<file path="config.mk">
export PLATFORM = sky130hd
export DESIGN_NAME = rudder_limit_calibration_flat
export DESIGN_NICKNAME = d
export VERILOG_FILES = /design/src/hw/rtl/rlc_pkg.sv /design/src/hw/rtl/rlc_in_if.sv /design/src/hw/rtl/rlc_out_if.sv /design/src/hw/rtl/rudder_limit_calibration.sv /design/src/flat_wrapper.sv
export SDC_FILE = /design/constraint.sdc
export NUM_CORES = 1
export LEC_CHECK = 0
export BUFFER_PORTS_ARGS = -buffer_cell sky130_fd_sc_hd__buf_2
export CAP_MARGIN = 15
export CORE_AREA = 8 8 194 196
export CTS_BUF_LIST = sky130_fd_sc_hd__clkbuf_16
export DETAILED_ROUTE_END_ITERATION = 8
export DIE_AREA = 0 0 202 204
export PLACE_DENSITY = 0.68
export SYNTH_ARGS = -nofsm -noshare
export SYNTH_HDL_FRONTEND = slang
export SYNTH_SLANG_ARGS = --single-unit
</file>
<file path="constraint.sdc">
create_clock -name clk_i -period 16.84 [get_ports clk_i]
set_input_delay 2.526 -clock clk_i [delete_from_list [all_inputs] [get_ports clk_i]]
set_output_delay 2.526 -clock clk_i [all_outputs]
set_load 0.01 [all_outputs]
</file>
<file path="src/hw/rtl/rlc_pkg.sv">
package rlc_pkg;

  parameter int unsigned SampleBitsDef = 12;

  parameter int unsigned AngleBits = 15;
  parameter int unsigned MagBits   = 14;
  parameter int unsigned AngleMax  = 12868;

  parameter int unsigned BandBits  = 14;
  parameter int unsigned BandReset = 1638;

  parameter logic OpTick    = 1'b0;
  parameter logic OpRestore = 1'b1;

endpackage

</file>
<file path="src/hw/rtl/rlc_in_if.sv">
interface rlc_in_if #(
  parameter int unsigned SampleBits = rlc_pkg::SampleBitsDef
);
  logic                  valid;
  logic                  ready;
  logic                  op;
  logic [SampleBits-1:0] pot_value;
  logic                  port_switch;
  logic                  star_switch;
  logic                  start_request;
  logic [SampleBits-1:0] saved_port;
  logic [SampleBits-1:0] saved_star;

  modport source (
    output valid, op, pot_value, port_switch, star_switch, start_request, saved_port,
           saved_star,
    input  ready
  );

  modport sink (
    input  valid, op, pot_value, port_switch, star_switch, start_request, saved_port,
           saved_star,
    output ready
  );
endinterface

</file>
<file path="src/hw/rtl/rlc_out_if.sv">
interface rlc_out_if #(
  parameter int unsigned SampleBits = rlc_pkg::SampleBitsDef
);
  logic                                valid;
  logic                                ready;
  logic signed [rlc_pkg::AngleBits-1:0] angle;
  logic                                motor_run;
  logic                                toward_port;
  logic                                is_calibrated;
  logic                                is_calibrating;
  logic [SampleBits-1:0]               port_reading;
  logic [SampleBits-1:0]               star_reading;
  logic                                save_pulse;

  modport source (
    output valid, angle, motor_run, toward_port, is_calibrated, is_calibrating,
           port_reading, star_reading, save_pulse,
    input  ready
  );

  modport sink (
    input  valid, angle, motor_run, toward_port, is_calibrated, is_calibrating,
           port_reading, star_reading, save_pulse,
    output ready
  );
endinterface

</file>
<file path="src/hw/rtl/rudder_limit_calibration.sv">
// Rudder limit calibration: each accepted word is a control tick or a restore of saved
// limits, and each gives exactly one result word with the rudder angle in signed Q1.14
// radians (saturated to 0.7854) and the calibration status. The angle is a rounded
// quotient worked out by one shared compare-subtract unit, one quotient bit per cycle, so
// a word with a nonzero limit span passes multiply, setup, 15 divider steps and update
// before the next ready; the divider stops after its first step when the quotient
// saturates, and a zero span goes from multiply straight to update. A pending result word
// does not block the next input word until that word's own result is due. The recentering
// band register may be written only while the block is idle; it resets to 1638 (0.1 rad).
module rudder_limit_calibration #(
  parameter int unsigned SampleBits = rlc_pkg::SampleBitsDef
) (
  input  logic                         clk_i,
  input  logic                         rst_ni,
  input  logic                         cfg_we_i,
  input  logic [rlc_pkg::BandBits-1:0] cfg_wdata_i,
  rlc_in_if.sink                       item_i,
  rlc_out_if.source                    result_o
);

  localparam int unsigned ValW  = SampleBits + 1;
  localparam int unsigned DiffW = SampleBits + 3;
  localparam int unsigned ProdW = DiffW + rlc_pkg::AngleBits;
  localparam int unsigned RemW  = SampleBits + 18;
  localparam int unsigned MagW  = rlc_pkg::MagBits;
  localparam int unsigned AngW  = rlc_pkg::AngleBits;
  localparam int unsigned CntW  = $clog2(MagW + 1);

  localparam logic [MagW-1:0]        MagMax   = MagW'(rlc_pkg::AngleMax);
  localparam logic signed [AngW-1:0] AngMaxS  = AngW'(rlc_pkg::AngleMax);
  localparam logic [CntW-1:0]        CntFirst = CntW'(MagW);

  typedef enum logic [2:0] {
    StIdle,
    StMul,
    StPrep,
    StDiv,
    StFin
  } state_e;

  typedef enum logic [2:0] {
    PhIdle       = 3'd0,
    PhInit       = 3'd1,
    PhFirstPort  = 3'd2,
    PhFirstStar  = 3'd3,
    PhSecondPort = 3'd4,
    PhSecondStar = 3'd5,
    PhRecenter   = 3'd6
  } phase_e;

  state_e                  state_q;
  phase_e                  phase_q, phase_d;
  logic [rlc_pkg::BandBits-1:0] band_q;
  logic [SampleBits-1:0]   port_q, port_d;
  logic [SampleBits-1:0]   star_q, star_d;
  logic                    calibrated_q, calibrated_d;
  logic                    calibrating_q, calibrating_d;
  logic                    run_q, run_d;
  logic                    dir_q, dir_d;
  logic                    save_d;

  logic                    op_q;
  logic [SampleBits-1:0]   pot_q;
  logic                    port_sw_q;
  logic                    star_sw_q;
  logic                    start_q;

  logic signed [ProdW-1:0] prod_q;
  logic signed [ValW-1:0]  span_q;
  logic [RemW-1:0]         rem_q;
  logic [RemW-1:0]         dsh_q;
  logic [MagW-1:0]         quo_q;
  logic [CntW-1:0]         cnt_q;
  logic                    sat_q;
  logic                    neg_q;

  logic                    out_valid_q;
  logic signed [AngW-1:0]  res_angle_q;
  logic                    res_run_q;
  logic                    res_dir_q;
  logic                    res_calibrated_q;
  logic                    res_calibrating_q;
  logic [SampleBits-1:0]   res_port_q;
  logic [SampleBits-1:0]   res_star_q;
  logic                    res_save_q;

  logic signed [ValW-1:0]  val_w;
  logic signed [ValW-1:0]  span_w;
  logic signed [DiffW-1:0] diff_w;
  logic signed [ProdW-1:0] diff_x;
  logic signed [ProdW-1:0] prod_w;
  logic [ProdW-1:0]        an_w;
  logic [ValW-1:0]         as_w;
  logic                    ge_w;
  logic [MagW-1:0]         mag_w;
  logic signed [AngW-1:0]  angle_w;
  logic                    out_free_w;
  logic                    out_set_w;
  logic                    in_acc_w;

  assign in_acc_w   = item_i.valid && (state_q == StIdle);
  assign out_free_w = !out_valid_q || result_o.ready;
  assign out_set_w  = (state_q == StFin) && out_free_w;

  always_comb begin
    val_w  = $signed({1'b0, pot_q}) - $signed({1'b0, port_q});
    span_w = $signed({1'b0, star_q}) - $signed({1'b0, port_q});
    diff_w = DiffW'(span_w) - (DiffW'(val_w) <<< 1);
    diff_x = ProdW'(diff_w);
    prod_w = diff_x * ProdW'(AngMaxS);
    an_w   = prod_q[ProdW-1] ? ProdW'(-prod_q) : ProdW'(prod_q);
    as_w   = span_q[ValW-1] ? ValW'(-span_q) : ValW'(span_q);
    ge_w   = rem_q >= dsh_q;
    if (sat_q || (quo_q > MagMax)) begin
      mag_w = MagMax;
    end else begin
      mag_w = quo_q;
    end
    angle_w = neg_q ? -$signed({1'b0, mag_w}) : $signed({1'b0, mag_w});
  end

  // Calibration sequencer step, evaluated with the angle of the current word.
  always_comb begin
    phase_d       = phase_q;
    port_d        = port_q;
    star_d        = star_q;
    calibrated_d  = calibrated_q;
    calibrating_d = calibrating_q;
    run_d         = run_q;
    dir_d         = dir_q;
    save_d        = 1'b0;
    if (op_q == rlc_pkg::OpTick) begin
      if (start_q && !calibrating_q) begin
        phase_d = PhInit;
      end
      case (phase_d)
        PhInit: begin
          calibrated_d  = 1'b0;
          calibrating_d = 1'b1;
          run_d         = 1'b1;
          port_d        = '0;
          star_d        = '0;
          if (star_sw_q) begin
            phase_d = PhFirstPort;
            dir_d   = 1'b1;
          end else begin
            phase_d = PhFirstStar;
            dir_d   = 1'b0;
          end
        end
        PhFirstPort: begin
          if (port_sw_q) begin
            port_d  = pot_q;
            phase_d = PhSecondStar;
            dir_d   = 1'b0;
          end
        end
        PhFirstStar: begin
          if (star_sw_q) begin
            star_d  = pot_q;
            phase_d = PhSecondPort;
            dir_d   = 1'b1;
          end
        end
        PhSecondPort: begin
          if (port_sw_q) begin
            port_d       = pot_q;
            save_d       = 1'b1;
            phase_d      = PhRecenter;
            dir_d        = 1'b0;
            calibrated_d = 1'b1;
          end
        end
        PhSecondStar: begin
          if (star_sw_q) begin
            star_d       = pot_q;
            save_d       = 1'b1;
            phase_d      = PhRecenter;
            dir_d        = 1'b1;
            calibrated_d = 1'b1;
          end
        end
        PhRecenter: begin
          if (mag_w < band_q) begin
            run_d         = 1'b0;
            calibrating_d = 1'b0;
            phase_d       = PhIdle;
          end
        end
        default: begin
        end
      endcase
    end
  end

  always_ff @(posedge clk_i or negedge rst_ni) begin
    if (!rst_ni) begin
      state_q           <= StIdle;
      phase_q           <= PhIdle;
      band_q            <= rlc_pkg::BandBits'(rlc_pkg::BandReset);
      port_q            <= '0;
      star_q            <= '0;
      calibrated_q      <= 1'b0;
      calibrating_q     <= 1'b0;
      run_q             <= 1'b0;
      dir_q             <= 1'b0;
      out_valid_q       <= 1'b0;
      op_q              <= rlc_pkg::OpTick;
      pot_q             <= '0;
      port_sw_q         <= 1'b0;
      star_sw_q         <= 1'b0;
      start_q           <= 1'b0;
      prod_q            <= '0;
      span_q            <= '0;
      rem_q             <= '0;
      dsh_q             <= '0;
      quo_q             <= '0;
      cnt_q             <= '0;
      sat_q             <= 1'b0;
      neg_q             <= 1'b0;
      res_angle_q       <= '0;
      res_run_q         <= 1'b0;
      res_dir_q         <= 1'b0;
      res_calibrated_q  <= 1'b0;
      res_calibrating_q <= 1'b0;
      res_port_q        <= '0;
      res_star_q        <= '0;
      res_save_q        <= 1'b0;
    end else begin
      if (cfg_we_i) begin
        band_q <= cfg_wdata_i;
      end
      if (out_set_w) begin
        out_valid_q <= 1'b1;
      end else if (out_valid_q && result_o.ready) begin
        out_valid_q <= 1'b0;
      end
      case (state_q)
        StIdle: begin
          if (in_acc_w) begin
            op_q      <= item_i.op;
            pot_q     <= item_i.pot_value;
            port_sw_q <= item_i.port_switch;
            star_sw_q <= item_i.star_switch;
            start_q   <= item_i.start_request;
            if ((item_i.op == rlc_pkg::OpRestore) && !calibrating_q) begin
              port_q       <= item_i.saved_port;
              star_q       <= item_i.saved_star;
              calibrated_q <= 1'b1;
            end
            state_q <= StMul;
          end
        end
        StMul: begin
          prod_q <= prod_w;
          span_q <= span_w;
          quo_q  <= '0;
          sat_q  <= (span_w == '0) && (val_w != '0);
          if (span_w == '0) begin
            neg_q   <= (val_w > 0);
            state_q <= StFin;
          end else begin
            state_q <= StPrep;
          end
        end
        StPrep: begin
          rem_q   <= (RemW'(an_w) << 1) + RemW'(as_w);
          dsh_q   <= RemW'(as_w) << (MagW + 1);
          neg_q   <= prod_q[ProdW-1] != span_q[ValW-1];
          cnt_q   <= CntFirst;
          state_q <= StDiv;
        end
        StDiv: begin
          if ((cnt_q == CntFirst) && ge_w) begin
            sat_q   <= 1'b1;
            state_q <= StFin;
          end else begin
            if (ge_w) begin
              rem_q <= rem_q - dsh_q;
            end
            quo_q <= {quo_q[MagW-2:0], ge_w};
            dsh_q <= dsh_q >> 1;
            if (cnt_q == '0) begin
              state_q <= StFin;
            end else begin
              cnt_q <= cnt_q - CntW'(1);
            end
          end
        end
        StFin: begin
          if (out_free_w) begin
            phase_q           <= phase_d;
            port_q            <= port_d;
            star_q            <= star_d;
            calibrated_q      <= calibrated_d;
            calibrating_q     <= calibrating_d;
            run_q             <= run_d;
            dir_q             <= dir_d;
            res_angle_q       <= angle_w;
            res_run_q         <= run_d;
            res_dir_q         <= dir_d;
            res_calibrated_q  <= calibrated_d;
            res_calibrating_q <= calibrating_d;
            res_port_q        <= port_d;
            res_star_q        <= star_d;
            res_save_q        <= save_d;
            state_q           <= StIdle;
          end
        end
        default: begin
          state_q <= StIdle;
        end
      endcase
    end
  end

  assign item_i.ready            = (state_q == StIdle);
  assign result_o.valid          = out_valid_q;
  assign result_o.angle          = res_angle_q;
  assign result_o.motor_run      = res_run_q;
  assign result_o.toward_port    = res_dir_q;
  assign result_o.is_calibrated  = res_calibrated_q;
  assign result_o.is_calibrating = res_calibrating_q;
  assign result_o.port_reading   = res_port_q;
  assign result_o.star_reading   = res_star_q;
  assign result_o.save_pulse     = res_save_q;

endmodule

</file>
<file path="src/flat_wrapper.sv">
// flat-port wrapper written by rule: the top's interface ports become plain ports
module rudder_limit_calibration_flat 
#(
  parameter int unsigned SampleBits = rlc_pkg::SampleBitsDef
)
  (clk_i, rst_ni, cfg_we_i, cfg_wdata_i, item_i_valid, item_i_op, item_i_pot_value, item_i_port_switch, item_i_star_switch, item_i_start_request, item_i_saved_port, item_i_saved_star, item_i_ready, result_o_valid, result_o_angle, result_o_motor_run, result_o_toward_port, result_o_is_calibrated, result_o_is_calibrating, result_o_port_reading, result_o_star_reading, result_o_save_pulse, result_o_ready);
  rlc_in_if #(.SampleBits(SampleBits)) item_i_i ();
  rlc_out_if #(.SampleBits(SampleBits)) result_o_i ();
  input  logic clk_i;
  input  logic rst_ni;
  input  logic cfg_we_i;
  input  logic [rlc_pkg::BandBits-1:0] cfg_wdata_i;
  input wire logic [$bits(item_i_i.valid)-1:0] item_i_valid;
  input wire logic [$bits(item_i_i.op)-1:0] item_i_op;
  input wire logic [$bits(item_i_i.pot_value)-1:0] item_i_pot_value;
  input wire logic [$bits(item_i_i.port_switch)-1:0] item_i_port_switch;
  input wire logic [$bits(item_i_i.star_switch)-1:0] item_i_star_switch;
  input wire logic [$bits(item_i_i.start_request)-1:0] item_i_start_request;
  input wire logic [$bits(item_i_i.saved_port)-1:0] item_i_saved_port;
  input wire logic [$bits(item_i_i.saved_star)-1:0] item_i_saved_star;
  output wire logic [$bits(item_i_i.ready)-1:0] item_i_ready;
  output wire logic [$bits(result_o_i.valid)-1:0] result_o_valid;
  output wire logic [$bits(result_o_i.angle)-1:0] result_o_angle;
  output wire logic [$bits(result_o_i.motor_run)-1:0] result_o_motor_run;
  output wire logic [$bits(result_o_i.toward_port)-1:0] result_o_toward_port;
  output wire logic [$bits(result_o_i.is_calibrated)-1:0] result_o_is_calibrated;
  output wire logic [$bits(result_o_i.is_calibrating)-1:0] result_o_is_calibrating;
  output wire logic [$bits(result_o_i.port_reading)-1:0] result_o_port_reading;
  output wire logic [$bits(result_o_i.star_reading)-1:0] result_o_star_reading;
  output wire logic [$bits(result_o_i.save_pulse)-1:0] result_o_save_pulse;
  input wire logic [$bits(result_o_i.ready)-1:0] result_o_ready;
  assign item_i_i.valid = item_i_valid;
  assign item_i_i.op = item_i_op;
  assign item_i_i.pot_value = item_i_pot_value;
  assign item_i_i.port_switch = item_i_port_switch;
  assign item_i_i.star_switch = item_i_star_switch;
  assign item_i_i.start_request = item_i_start_request;
  assign item_i_i.saved_port = item_i_saved_port;
  assign item_i_i.saved_star = item_i_saved_star;
  assign item_i_ready = item_i_i.ready;
  assign result_o_valid = result_o_i.valid;
  assign result_o_angle = result_o_i.angle;
  assign result_o_motor_run = result_o_i.motor_run;
  assign result_o_toward_port = result_o_i.toward_port;
  assign result_o_is_calibrated = result_o_i.is_calibrated;
  assign result_o_is_calibrating = result_o_i.is_calibrating;
  assign result_o_port_reading = result_o_i.port_reading;
  assign result_o_star_reading = result_o_i.star_reading;
  assign result_o_save_pulse = result_o_i.save_pulse;
  assign result_o_i.ready = result_o_ready;
  rudder_limit_calibration #(.SampleBits(SampleBits)) u_core (.clk_i(clk_i), .rst_ni(rst_ni), .cfg_we_i(cfg_we_i), .cfg_wdata_i(cfg_wdata_i), .item_i(item_i_i), .result_o(result_o_i));
endmodule
</file>
==> out/summary.txt, run 1 <==
status - finished, final reports clean
Buffers on Ports - 104
critical path capture point type - flip-flop
worst hold path class - reg -> reg
later-pin clock latency in the skew report - 0.55 ns
CP max stage delay - 0.56 ns
first-iteration detailed-routing DRC count - 1038
EDFF count, synth - 0
total setup buffers inserted after CTS - 0
Req. time, crit path - 17.30 ns
Final Cycle Share - 47.0%
Die Y - 204 µm
RePlAce Congestion - 0.910
Detail Route Antenna Nets - 0
asr flop ratio synth - 100%
Final Util - 56.1%
XOR/XNOR share of the synthesized area - 7.56%
sum of negative setup slack - 0 ns
Slew headroom - 23.1%
post-synth net total - 2375
dpl cells - 2612
clk slew on worst S/H paths - 0.06 ns
first-pass GRT wire length - 75.3 mm
vias - 15200
antenna cells - 0
TritonCTS Buffers - 26
data arrival time of the critical path - 8.37 ns
Ports - 105
GRT Overall Usage - 21.5%
initial antenna violation count - 0
cts hold-fix bufs - 0
Die Wd - 202 µm
synthesized area per cell - 8.35 µm²
Seq cells post-synth - 223
DR WL/cell - 16.6 µm
Crit-path slowest cell - fa_1
Synth-to-Final Area Change - 10.3%
row count - 69
residual DRC count - 0
Crit Path Max Fanout - 4
Period minus WS final - 7.91 ns
layout cells sized above 1 - 10.1%
Core Box Area - 34800 µm²
Sinks on Clock Net - 223
first-pass detailed-route iteration total - 5
Simple-Gate Fraction of Synth Area - 18.0%
Setup CP Type - reg -> reg
setup slack at placement - 9.02 ns
Fin. Hold Viols - 0
YS warnings - 0
via-per-instance ratio - 5.71
post-CTS sizing - 0
Startpoint Class - flip-flop
Starting Density - 50.9%
Remaining Overflow, GRT - 0
fin nets - 2436
Root Buffer - clkbuf_16
Max Transition Viols Final - 0
maximum level of the CTS H-tree - 1
max cap viols - 0
Synth Area in Adders - 15.2%
multiplexer share of the synthesized area - 2.13%
fill count - 3230
worst slew pin tran - 1.14 ns
largest net degree at the start of global routing - 91
clock skew - 0.00856 ns
Compound-Gate Fraction of Synth Area - 20.2%
Fmax - 126 MHz
Post-Syn Area - 17700 µm²
Netlist cell types - 93
Syn Inst Count - 2120
Routed WL - 44.3 mm
CTS Buffer Depth - 3
setup violators final - 0
CTS tree - built
DPL Wire Length - 33.8 mm
Die ar. - 41200 µm²
unrepaired setup endpoints after global routing - false
final worst slack - 8.93 ns
post-route insts no fill - 2662
largest family of logic cells by synthesized area - compound AO/OA/AOI/OAI gates
vias in the first global route - 15000
register area share after synthesis - 31.6%
Main synth FF type - dfrtp_1
-- synthesized netlist by cell type (20+ instances only) --
master | number | area share, %
fa_1 | 30 | 3.4
dfrtp_1 | 217 | 31
o31ai_1 | 20 | 0.85
ha_1 | 166 | 12
nand2b_1 | 25 | 0.88
xnor2_1 | 99 | 4.9
nand2_1 | 288 | 6.1
a21o_1 | 45 | 1.9
a31oi_1 | 51 | 1.8
xor2_1 | 52 | 2.6
nor3_1 | 36 | 1.0
nand3_1 | 55 | 1.6
nor2b_1 | 28 | 0.99
clkbuf_1 | 77 | 1.6
o21ai_0 | 176 | 5.0
nor2_1 | 161 | 3.4
a21oi_1 | 139 | 3.9
inv_1 | 153 | 3.2
-- per-stage QoR --
stage / area (µm²) / hold slack, ns
2_1_floorplan: 17700 / 0.443
3_3_place_gp: 18600 / 0.457
4_1_cts: 19500 / 0.479
6_report: 19500 / 0.474
3_5_place_dp: 18600 / 0.466
5_1_grt: 19500 / 0.499
-- cell type report --
type                    count  area (µm²)  area share, %
repair buffers            123         691           3.54
multi-input cells        1652       11200           57.4
inverters                 155         582           2.98
clock inverters            22         233           1.19
flip-flops and latches    223        5590           28.6
clock buffers              26         651           3.33
well taps                 461         577           2.95
-- flip-flops by register name (all words and copies together), names as in the netlist, 3 cells and up --
register / flops
u_core.prod_q: 27
u_core.dsh_q: 28
u_core.result_o.angle: 15
u_core.rem_q: 30
u_core.star_q: 12
u_core.state_q: 3
u_core.cnt_q: 4
u_core.band_q: 14
u_core.phase_q: 3
u_core.quo_q: 14
u_core.span_q: 13
u_core.port_q: 12
u_core.result_o.star_reading: 12
u_core.pot_q: 12
u_core.result_o.port_reading: 12
-- routing by layer --
layer,part of all wire (%),track usage [%],up-vias
met5,0,0,-
met2,48,37.4,279
li1,-,-,7544
met1,46,28.3,7296
met4,2.3,5.17,0
met3,3.1,2.30,68
-- critical path, delay by kind of cell, from the launching register on --
family / cells / cell delay, ns
AOI/OAI and AO/OA: 11 / 2.91
xor gates and xnor gates: 4 / 0.95
buffers and inverters: 4 / 0.38
DFF: 1 / 0.38
adders and majority gates: 8 / 3.09
and+or+nand+nor: 1 / 0.12
-- placed cells by master, fill, tap and decap left out, drive strengths merged, types with 25 or more instances in the layout --
cell type / netlist / final
a21o: 45 / 45
a21oi: 141 / 141
a31oi: 51 / 51
buf: 13 / 123
clkbuf: 77 / 26
dfrtp: 217 / 217
fa: 30 / 30
ha: 166 / 166
inv: 154 / 160
nand2: 288 / 288
nand2b: 25 / 25
nand3: 55 / 55
nor2: 162 / 162
nor2b: 28 / 28
nor3: 37 / 37
o21ai: 185 / 185
xnor2: 100 / 100
xor2: 52 / 52
-- worst paths after layout --
path / end / slack, ns / depth (start not counted) / start
worst max-delay path: u_core.prod_q[29]$_DFFE_PN0P_ / 8.93 / 28 / u_core.star_q[0]$_DFFE_PN0P_
min in group asynchronous: u_core.band_q[11]$_DFFE_PN0P_ / 1.97 / 1 / rst_ni
worst min-delay path: u_core.result_o.is_calibrated$_DFFE_PN0P_ / 0.47 / 2 / u_core.result_o.is_calibrated$_DFFE_PN0P_
max in group asynchronous: u_core.star_q[7]$_DFFE_PN0P_ / 12.72 / 3 / rst_ni
worst min register to register: u_core.result_o.is_calibrated$_DFFE_PN0P_ / 0.47 / 2 / u_core.result_o.is_calibrated$_DFFE_PN0P_
worst max register to register: u_core.prod_q[29]$_DFFE_PN0P_ / 8.93 / 28 / u_core.star_q[0]$_DFFE_PN0P_
-- cells by family (layout without fill, tap and decap cells) --
logic type | after synthesis | count (layout)
multiplexers | 35 | 35
AO/OA/AOI/OAI | 576 | 576
flip-flops | 223 | 223
AND/OR/NAND/NOR | 691 | 691
XOR/XNOR | 152 | 152
adder cells (fa/ha/maj) | 198 | 198
buffers and inverters | 245 | 326
Power of run 1 is left out: the tool's default activity adds up to more than one toggle a clock period on the data nets, which glitch-free logic cannot reach.
==> run 2, diff against run 1 <==
--- a/config.mk
+++ b/config.mk
@@ -5,13 +5,14 @@
 export SDC_FILE = /design/constraint.sdc
 export NUM_CORES = 1
 export LEC_CHECK = 0
+export ABC_AREA = 1
 export BUFFER_PORTS_ARGS = -buffer_cell sky130_fd_sc_hd__buf_2
 export CAP_MARGIN = 15
-export CORE_AREA = 8 8 194 196
+export CORE_AREA = 8 8 196 198
 export CTS_BUF_LIST = sky130_fd_sc_hd__clkbuf_16
 export DETAILED_ROUTE_END_ITERATION = 8
-export DIE_AREA = 0 0 202 204
-export PLACE_DENSITY = 0.68
+export DIE_AREA = 0 0 204 206
+export PLACE_DENSITY = 0.71
 export SYNTH_ARGS = -nofsm -noshare
 export SYNTH_HDL_FRONTEND = slang
 export SYNTH_SLANG_ARGS = --single-unit
==> constraint.sdc (replaced) <==
create_clock -name clk_i -period 6.5 [get_ports clk_i]
set_input_delay 0.975 -clock clk_i [delete_from_list [all_inputs] [get_ports clk_i]]
set_output_delay 0.975 -clock clk_i [all_outputs]
set_load 0.01 [all_outputs]
==> run 2 against run 1 <==
  * Flip-flop and latch count stayed put
  * Utilization rose by 2.7 points
  * First-iteration DRC count up 3.5%
  * Critical endpoint is now u_core.prod_q[25]$_DFFE_PN0P_
  * Maximum frequency is 22% higher
  * Clock-buffer cell count unchanged
  * Clock skew up 0.0077 ns
==> out/summary.txt, run 2 <==
status - finished, final reports clean
Netlist cell types - 61
max cap viols - 0
sum of negative setup slack - 0 ns
Detail Route Antenna Nets - 0
vias in the first global route - 16700
Fmax - 154 MHz
antenna cells - 0
synthesized area per cell - 7.41 µm²
max reg flops - 30
DR WL/cell - 15.8 µm
clk slew on worst S/H paths - 0.06 ns
Startpoint Class - flip-flop
CTS Buffer Depth - 3
Post-Syn Area - 18100 µm²
YS warnings - 0
initial antenna violation count - 0
clock skew - 0.0163 ns
dpl cells - 2986
largest net degree at the start of global routing - 100
vias - 16700
CP startpoint - u_core.port_q[0]$_DFFE_PN0P_
EDFF count, synth - 0
RePlAce Congestion - 0.910
worst slew pin tran - 1.12 ns
Largest regs - u_core.rem_q x30, u_core.dsh_q x28, u_core.prod_q x27
DPL Wire Length - 36.3 mm
Slew headroom - 25.2%
setup violators final - 0
reg2reg setup slack - 0.01 ns
Max Transition Viols Final - 0
first-pass detailed-route iteration total - 7
Period minus WS final - 6.49 ns
synth top area cells - dfrtp_1 (30%), ha_1 (11%), nand2_1 (11%)
CP max stage delay - 0.53 ns
Crit-path slowest cell - fa_1
residual DRC count - 0
Buffers on Ports - 104
Die ar. - 42000 µm²
reg-to-reg startpoint - u_core.port_q[0]$_DFFE_PN0P_
Die Wd - 204 µm
critical path capture point type - flip-flop
Synth-to-Final Area Change - 14.5%
TritonCTS Buffers - 26
Main synth FF type - dfrtp_1
fill count - 3260
unrepaired setup endpoints after global routing - true
Syn Inst Count - 2441
row count - 69
Remaining Overflow, GRT - 0
Die Y - 206 µm
cts hold-fix bufs - 0
post-synth top area cell - dfrtp_1
top post-synthesis cells by count - nand2_1 (543), inv_1 (327), dfrtp_1 (217)
register area share after synthesis - 30.9%
Crit Path Max Fanout - 4
Core Box Area - 35200 µm²
Final Cycle Share - 99.8%
first-pass GRT wire length - 79.7 mm
Root Buffer - clkbuf_16
Sinks on Clock Net - 223
post-synth net total - 2696
Req. time, crit path - 6.91 ns
worst hold path class - in -> async
most common cell after layout, fill and taps aside - nand2_1
most frequent cells in the layout - nand2_1 (536), inv_1 (323), dfrtp_1 (217), nor2_1 (188), o21ai_0 (181)
GRT Overall Usage - 22.4%
post-route insts no fill - 3042
CTS tree - built
most flop-heavy register - u_core.rem_q
layout cells sized above 1 - 14.6%
Routed WL - 48.2 mm
Fin. Hold Viols - 0
later-pin clock latency in the skew report - 0.55 ns
Setup CP Type - reg -> reg
data arrival time of the critical path - 6.90 ns
via-per-instance ratio - 5.48
Seq cells post-synth - 223
most common cell in the synthesized netlist - nand2_1
asr flop ratio synth - 100%
first-iteration detailed-routing DRC count - 1074
Yosys top cell area share - 30.0%
fin nets - 2819
maximum level of the CTS H-tree - 1
Starting Density - 51.3%
Ports - 105
==> run 2: cell count changes in the layout (fill, tap and decap cells not counted), sizes merged, moves of 23 or more <==
cell	delta
nand2	+292
nand4	+23
nand2b	-25
a21o	-34
o22ai	+64
xnor2	-63
nand3	+57
nor2b	-28
xor2	+26
a31oi	-29
nor2	+43
inv	+180
buf	+36
==> run 2: timing repair <==
item                                    4_1_cts  5_1_grt
endpoints found under the hold margin         0        0
pin swaps                                     1       35
gates resized for setup                       2       96
endpoints found under the setup margin        3       11
buffers inserted                              0       10
==> run 2: routing by layer <==
metal | GRT usage [%] | vias up | wire, µm
li1 | - | 8301 | -
met1 | 28.2 | 7845 | 20900
met2 | 39.9 | 426 | 23700
met3 | 2.27 | 106 | 2020
met4 | 7.61 | 0 | 1580
met5 | 0 | - | 0
==> run 2: worst paths after layout <==
check,end,depth (start not counted)
worst max-delay path,u_core.prod_q[25]$_DFFE_PN0P_,36
worst min-delay path,u_core.band_q[0]$_DFFE_PN0P_,1
min in group clk_i,u_core.result_o.port_reading[5]$_DFFE_PN0P_,2
worst min register to register,u_core.result_o.port_reading[5]$_DFFE_PN0P_,2
max in group asynchronous,u_core.prod_q[7]$_DFFE_PN0P_,2
worst max register to register,u_core.prod_q[25]$_DFFE_PN0P_,36
==> run 2: cell families (layout without fill, tap and decap cells) <==
kind of cell               count (synthesis)  count (layout)  synth area share, %
adders and majority gates                196             196                 14.8
muxes                                      5               5                0.304
and+or+nand+nor                          981             981                 23.6
buffers and inverters                    401             541                 8.57
DFF                                      223             223                 30.9
xor gates and xnor gates                 115             115                 5.61
AOI/OAI and AO/OA                        520             520                 16.2
==> run 2: cell type report <==
class / count / area [µm²] / share of cell area, %
Clock buffer: 26 / 651 / 3.14
Clock inverter: 19 / 146 / 0.707
Tap cell: 461 / 577 / 2.79
Timing Repair Buffer: 159 / 963 / 4.65
Sequential cell: 223 / 5590 / 27.0
Multi-Input combinational cell: 1817 / 11500 / 55.6
Inverter: 337 / 1260 / 6.11
==> run 2: metrics by stage <==
| stage | hold WS (ns) | cell area, µm² | utilization [%] | setup slack (ns) |
|---|---|---|---|---|
| after floorplan | 0.446 | 18100 | - | 0.0151 |
| after global placement | 0.459 | 19200 | 54.6 | 0.0414 |
| after detailed placement | 0.461 | 19200 | 54.6 | -0.0571 |
| after CTS | 0.479 | 20100 | 56.9 | -0.0571 |
| after global routing | 0.492 | 20700 | 58.8 | -0.245 |
| final | 0.463 | 20700 | 58.8 | 0.0148 |
==> run 2: critical path, delay by kind of cell (launching register included) <==
kind	cells	cell delay (ns)
adder cells (fa/ha/maj)	8	2.83
AND/OR/NAND/NOR	14	1.51
AO/OA/AOI/OAI	6	0.77
XOR/XNOR	3	0.56
flip-flops	1	0.40
buffers and inverters	5	0.29
Power of run 2 is left out for the same reason.
==> run 3, diff against run 2 <==
--- a/config.mk
+++ b/config.mk
@@ -12,7 +12,7 @@
 export CTS_BUF_LIST = sky130_fd_sc_hd__clkbuf_16
 export DETAILED_ROUTE_END_ITERATION = 8
 export DIE_AREA = 0 0 204 206
-export PLACE_DENSITY = 0.71
+export PLACE_DENSITY_LB_ADDON = 0.05
 export SYNTH_ARGS = -nofsm -noshare
 export SYNTH_HDL_FRONTEND = slang
 export SYNTH_SLANG_ARGS = --single-unit
==> run 3 against run 2 <==
  * Wire length grew 1.6%
  * Non-clock buffer count increased by 25
  * Final cell count is 0.99% higher
  * Clock skew shrank 0.0052 ns
  * Global-route usage is 0.86 points higher
  * Die area is the same
  * Sequential share of layout area decreased by 0.24 points
  * Critical path depth unchanged
  * Register-to-register slack better by 0.16 ns
  * Critical path type unchanged
  * Highest routed layer unchanged
==> out/summary.txt, run 3 (synthesized netlist as in run 2, its figures left out) <==
status - finished, final reports clean
max reg flops - 30
Startpoint Class - flip-flop
Crit-path slowest cell - fa_1
Buffers on Ports - 104
Die Wd - 204 µm
met2 usage - 40.3%
row count - 69
fin nets - 2845
Starting Density - 51.3%
largest net degree at the start of global routing - 136
reg2reg setup slack - 0.17 ns
setup violators final - 0
via-per-instance ratio - 5.40
Req. time, crit path - 6.92 ns
layout cells sized above 1 - 15.2%
Period minus WS final - 6.33 ns
first-iteration detailed-routing DRC count - 993
vias in the first global route - 16500
critical path's top delay family - adder cells
clk slew on worst S/H paths - 0.06 ns
Largest regs - u_core.rem_q x30, u_core.dsh_q x28, u_core.prod_q x27
worst slew pin tran - 1.04 ns
Bufs and invs on worst path - 5
data arrival time of the critical path - 6.75 ns
Detail Route Antenna Nets - 0
CTS tree - built
max cap viols - 0
Worst R2R Path Depth - 36
worst hold path class - in -> async
RePlAce Congestion - 0.924
Fmax - 158 MHz
fill count - 3313
setup slack at placement - -0.246 ns
CP max stage delay - 0.53 ns
Synth-to-Final Area Change - 15.5%
Core Box Area - 35200 µm²
Remaining Overflow, GRT - 0
most common cell after layout, fill and taps aside - nand2_1
Max Transition Viols Final - 0
Crit Path Max Fanout - 4
Die ar. - 42000 µm²
CTS Buffer Depth - 3
vias - 16600
final worst slack - 0.172 ns
later-pin clock latency in the skew report - 0.55 ns
grt met1 use - 30.5%
Final Cycle Share - 97.4%
antenna cells - 0
initial antenna violation count - 0
global route hottest layer - met2
Sinks on Clock Net - 223
clock skew - 0.0111 ns
first-pass GRT wire length - 81.9 mm
DPL Wire Length - 37.5 mm
critical path capture point type - flip-flop
DR WL/cell - 15.9 µm
TritonCTS Buffers - 27
first-pass detailed-route iteration total - 5
reg-to-reg startpoint - u_core.port_q[0]$_DFFE_PN0P_
Die Y - 206 µm
unrepaired setup endpoints after global routing - true
Setup CP Type - reg -> reg
Root Buffer - clkbuf_16
sum of negative setup slack - 0 ns
worst r2r dst - u_core.prod_q[25]$_DFFE_PN0P_
Fin. Hold Viols - 0
Slew headroom - 30.7%
most flop-heavy register - u_core.rem_q
GRT Overall Usage - 23.3%
most frequent cells in the layout - nand2_1 (537), inv_1 (327), dfrtp_1 (216), nor2_1 (189), o21ai_0 (182)
maximum level of the CTS H-tree - 1
met3 GRT Util - 2.77%
Routed WL - 48.9 mm
Ports - 105
residual DRC count - 0
[run 3: changes by cell type in the layout (fill, tap and decap cells not counted), moves of 2 or more]
cell / previous run / this run
ha_2: 4 / 1
xor2_4: 0 / 3
ha_4: 22 / 17
ha_1: 140 / 148
buf_4: 54 / 78
inv_1: 323 / 327
xor2_2: 14 / 9
xnor2_2: 7 / 11
xnor2_1: 29 / 26
inv_6: 0 / 3
xor2_1: 64 / 66
[run 3: layout make-up]
| class | instances | area (µm²) | area share [%] |
|---|---|---|---|
| inverters | 337 | 1260 | 6.05 |
| clock buffers | 27 | 676 | 3.23 |
| clock inverters | 23 | 136 | 0.653 |
| multi-input cells | 1817 | 11500 | 55.0 |
| flip-flops and latches | 223 | 5590 | 26.8 |
| repair buffers | 184 | 1160 | 5.57 |
| well taps | 461 | 577 | 2.76 |
[run 3: per-layer routing]
metal  share of wire (%)  vias to the layer above
met5                   0                        -
met3                 3.5                       71
met4                 2.3                        0
li1                    -                     8359
met2                  49                      268
met1                  46                     7879
[run 3: worst register-to-register path: cells and delay by family, from the launching register on]
family / cells / cell delay, ns
buf+inv: 5 / 0.32
fa+ha+maj: 8 / 2.64
xor+xnor: 3 / 0.50
simple gates: 14 / 1.59
compound gates: 6 / 0.74
flops: 1 / 0.43
[run 3: worst max-delay path by stage]
stage / depth (start not counted) / slack, ns / to / from
floorplan: 36 / 0.02 / u_core.prod_q[25]$_DFFE_PN0P_ / u_core.port_q[0]$_DFFE_PN0P_
global placement: 34 / 0.06 / u_core.prod_q[25]$_DFFE_PN0P_ / u_core.port_q[0]$_DFFE_PN0P_
detailed placement: 34 / -0.25 / u_core.prod_q[25]$_DFFE_PN0P_ / u_core.port_q[0]$_DFFE_PN0P_
CTS: 34 / 0.008 / u_core.prod_q[25]$_DFFE_PN0P_ / u_core.port_q[0]$_DFFE_PN0P_
global route: 34 / -0.14 / u_core.prod_q[25]$_DFFE_PN0P_ / u_core.port_q[0]$_DFFE_PN0P_
finish: 36 / 0.17 / u_core.prod_q[25]$_DFFE_PN0P_ / u_core.port_q[0]$_DFFE_PN0P_
[run 3: repair_timing]
action	in CTS	in global routing
gates resized for setup	7	86
setup endpoints to repair	6	11
buffers inserted	1	14
hold buffers	0	0
pin swaps	1	36
[run 3: metrics by stage]
| step | hold slack (ns) | util [%] | cells | area [µm²] |
|---|---|---|---|---|
| 6_report | 0.421 | 59.3 | 3072 | 20900 |
| 5_1_grt | 0.481 | 59.3 | 3072 | 20900 |
| 4_1_cts | 0.450 | 57.5 | 3057 | 20300 |
| 3_5_place_dp | 0.462 | 55.1 | 3006 | 19400 |
| 3_3_place_gp | 0.458 | 55.1 | 3006 | 19400 |
| 2_1_floorplan | 0.446 | - | 2441 | 18100 |
Power of run 3 is left out for the same reason.
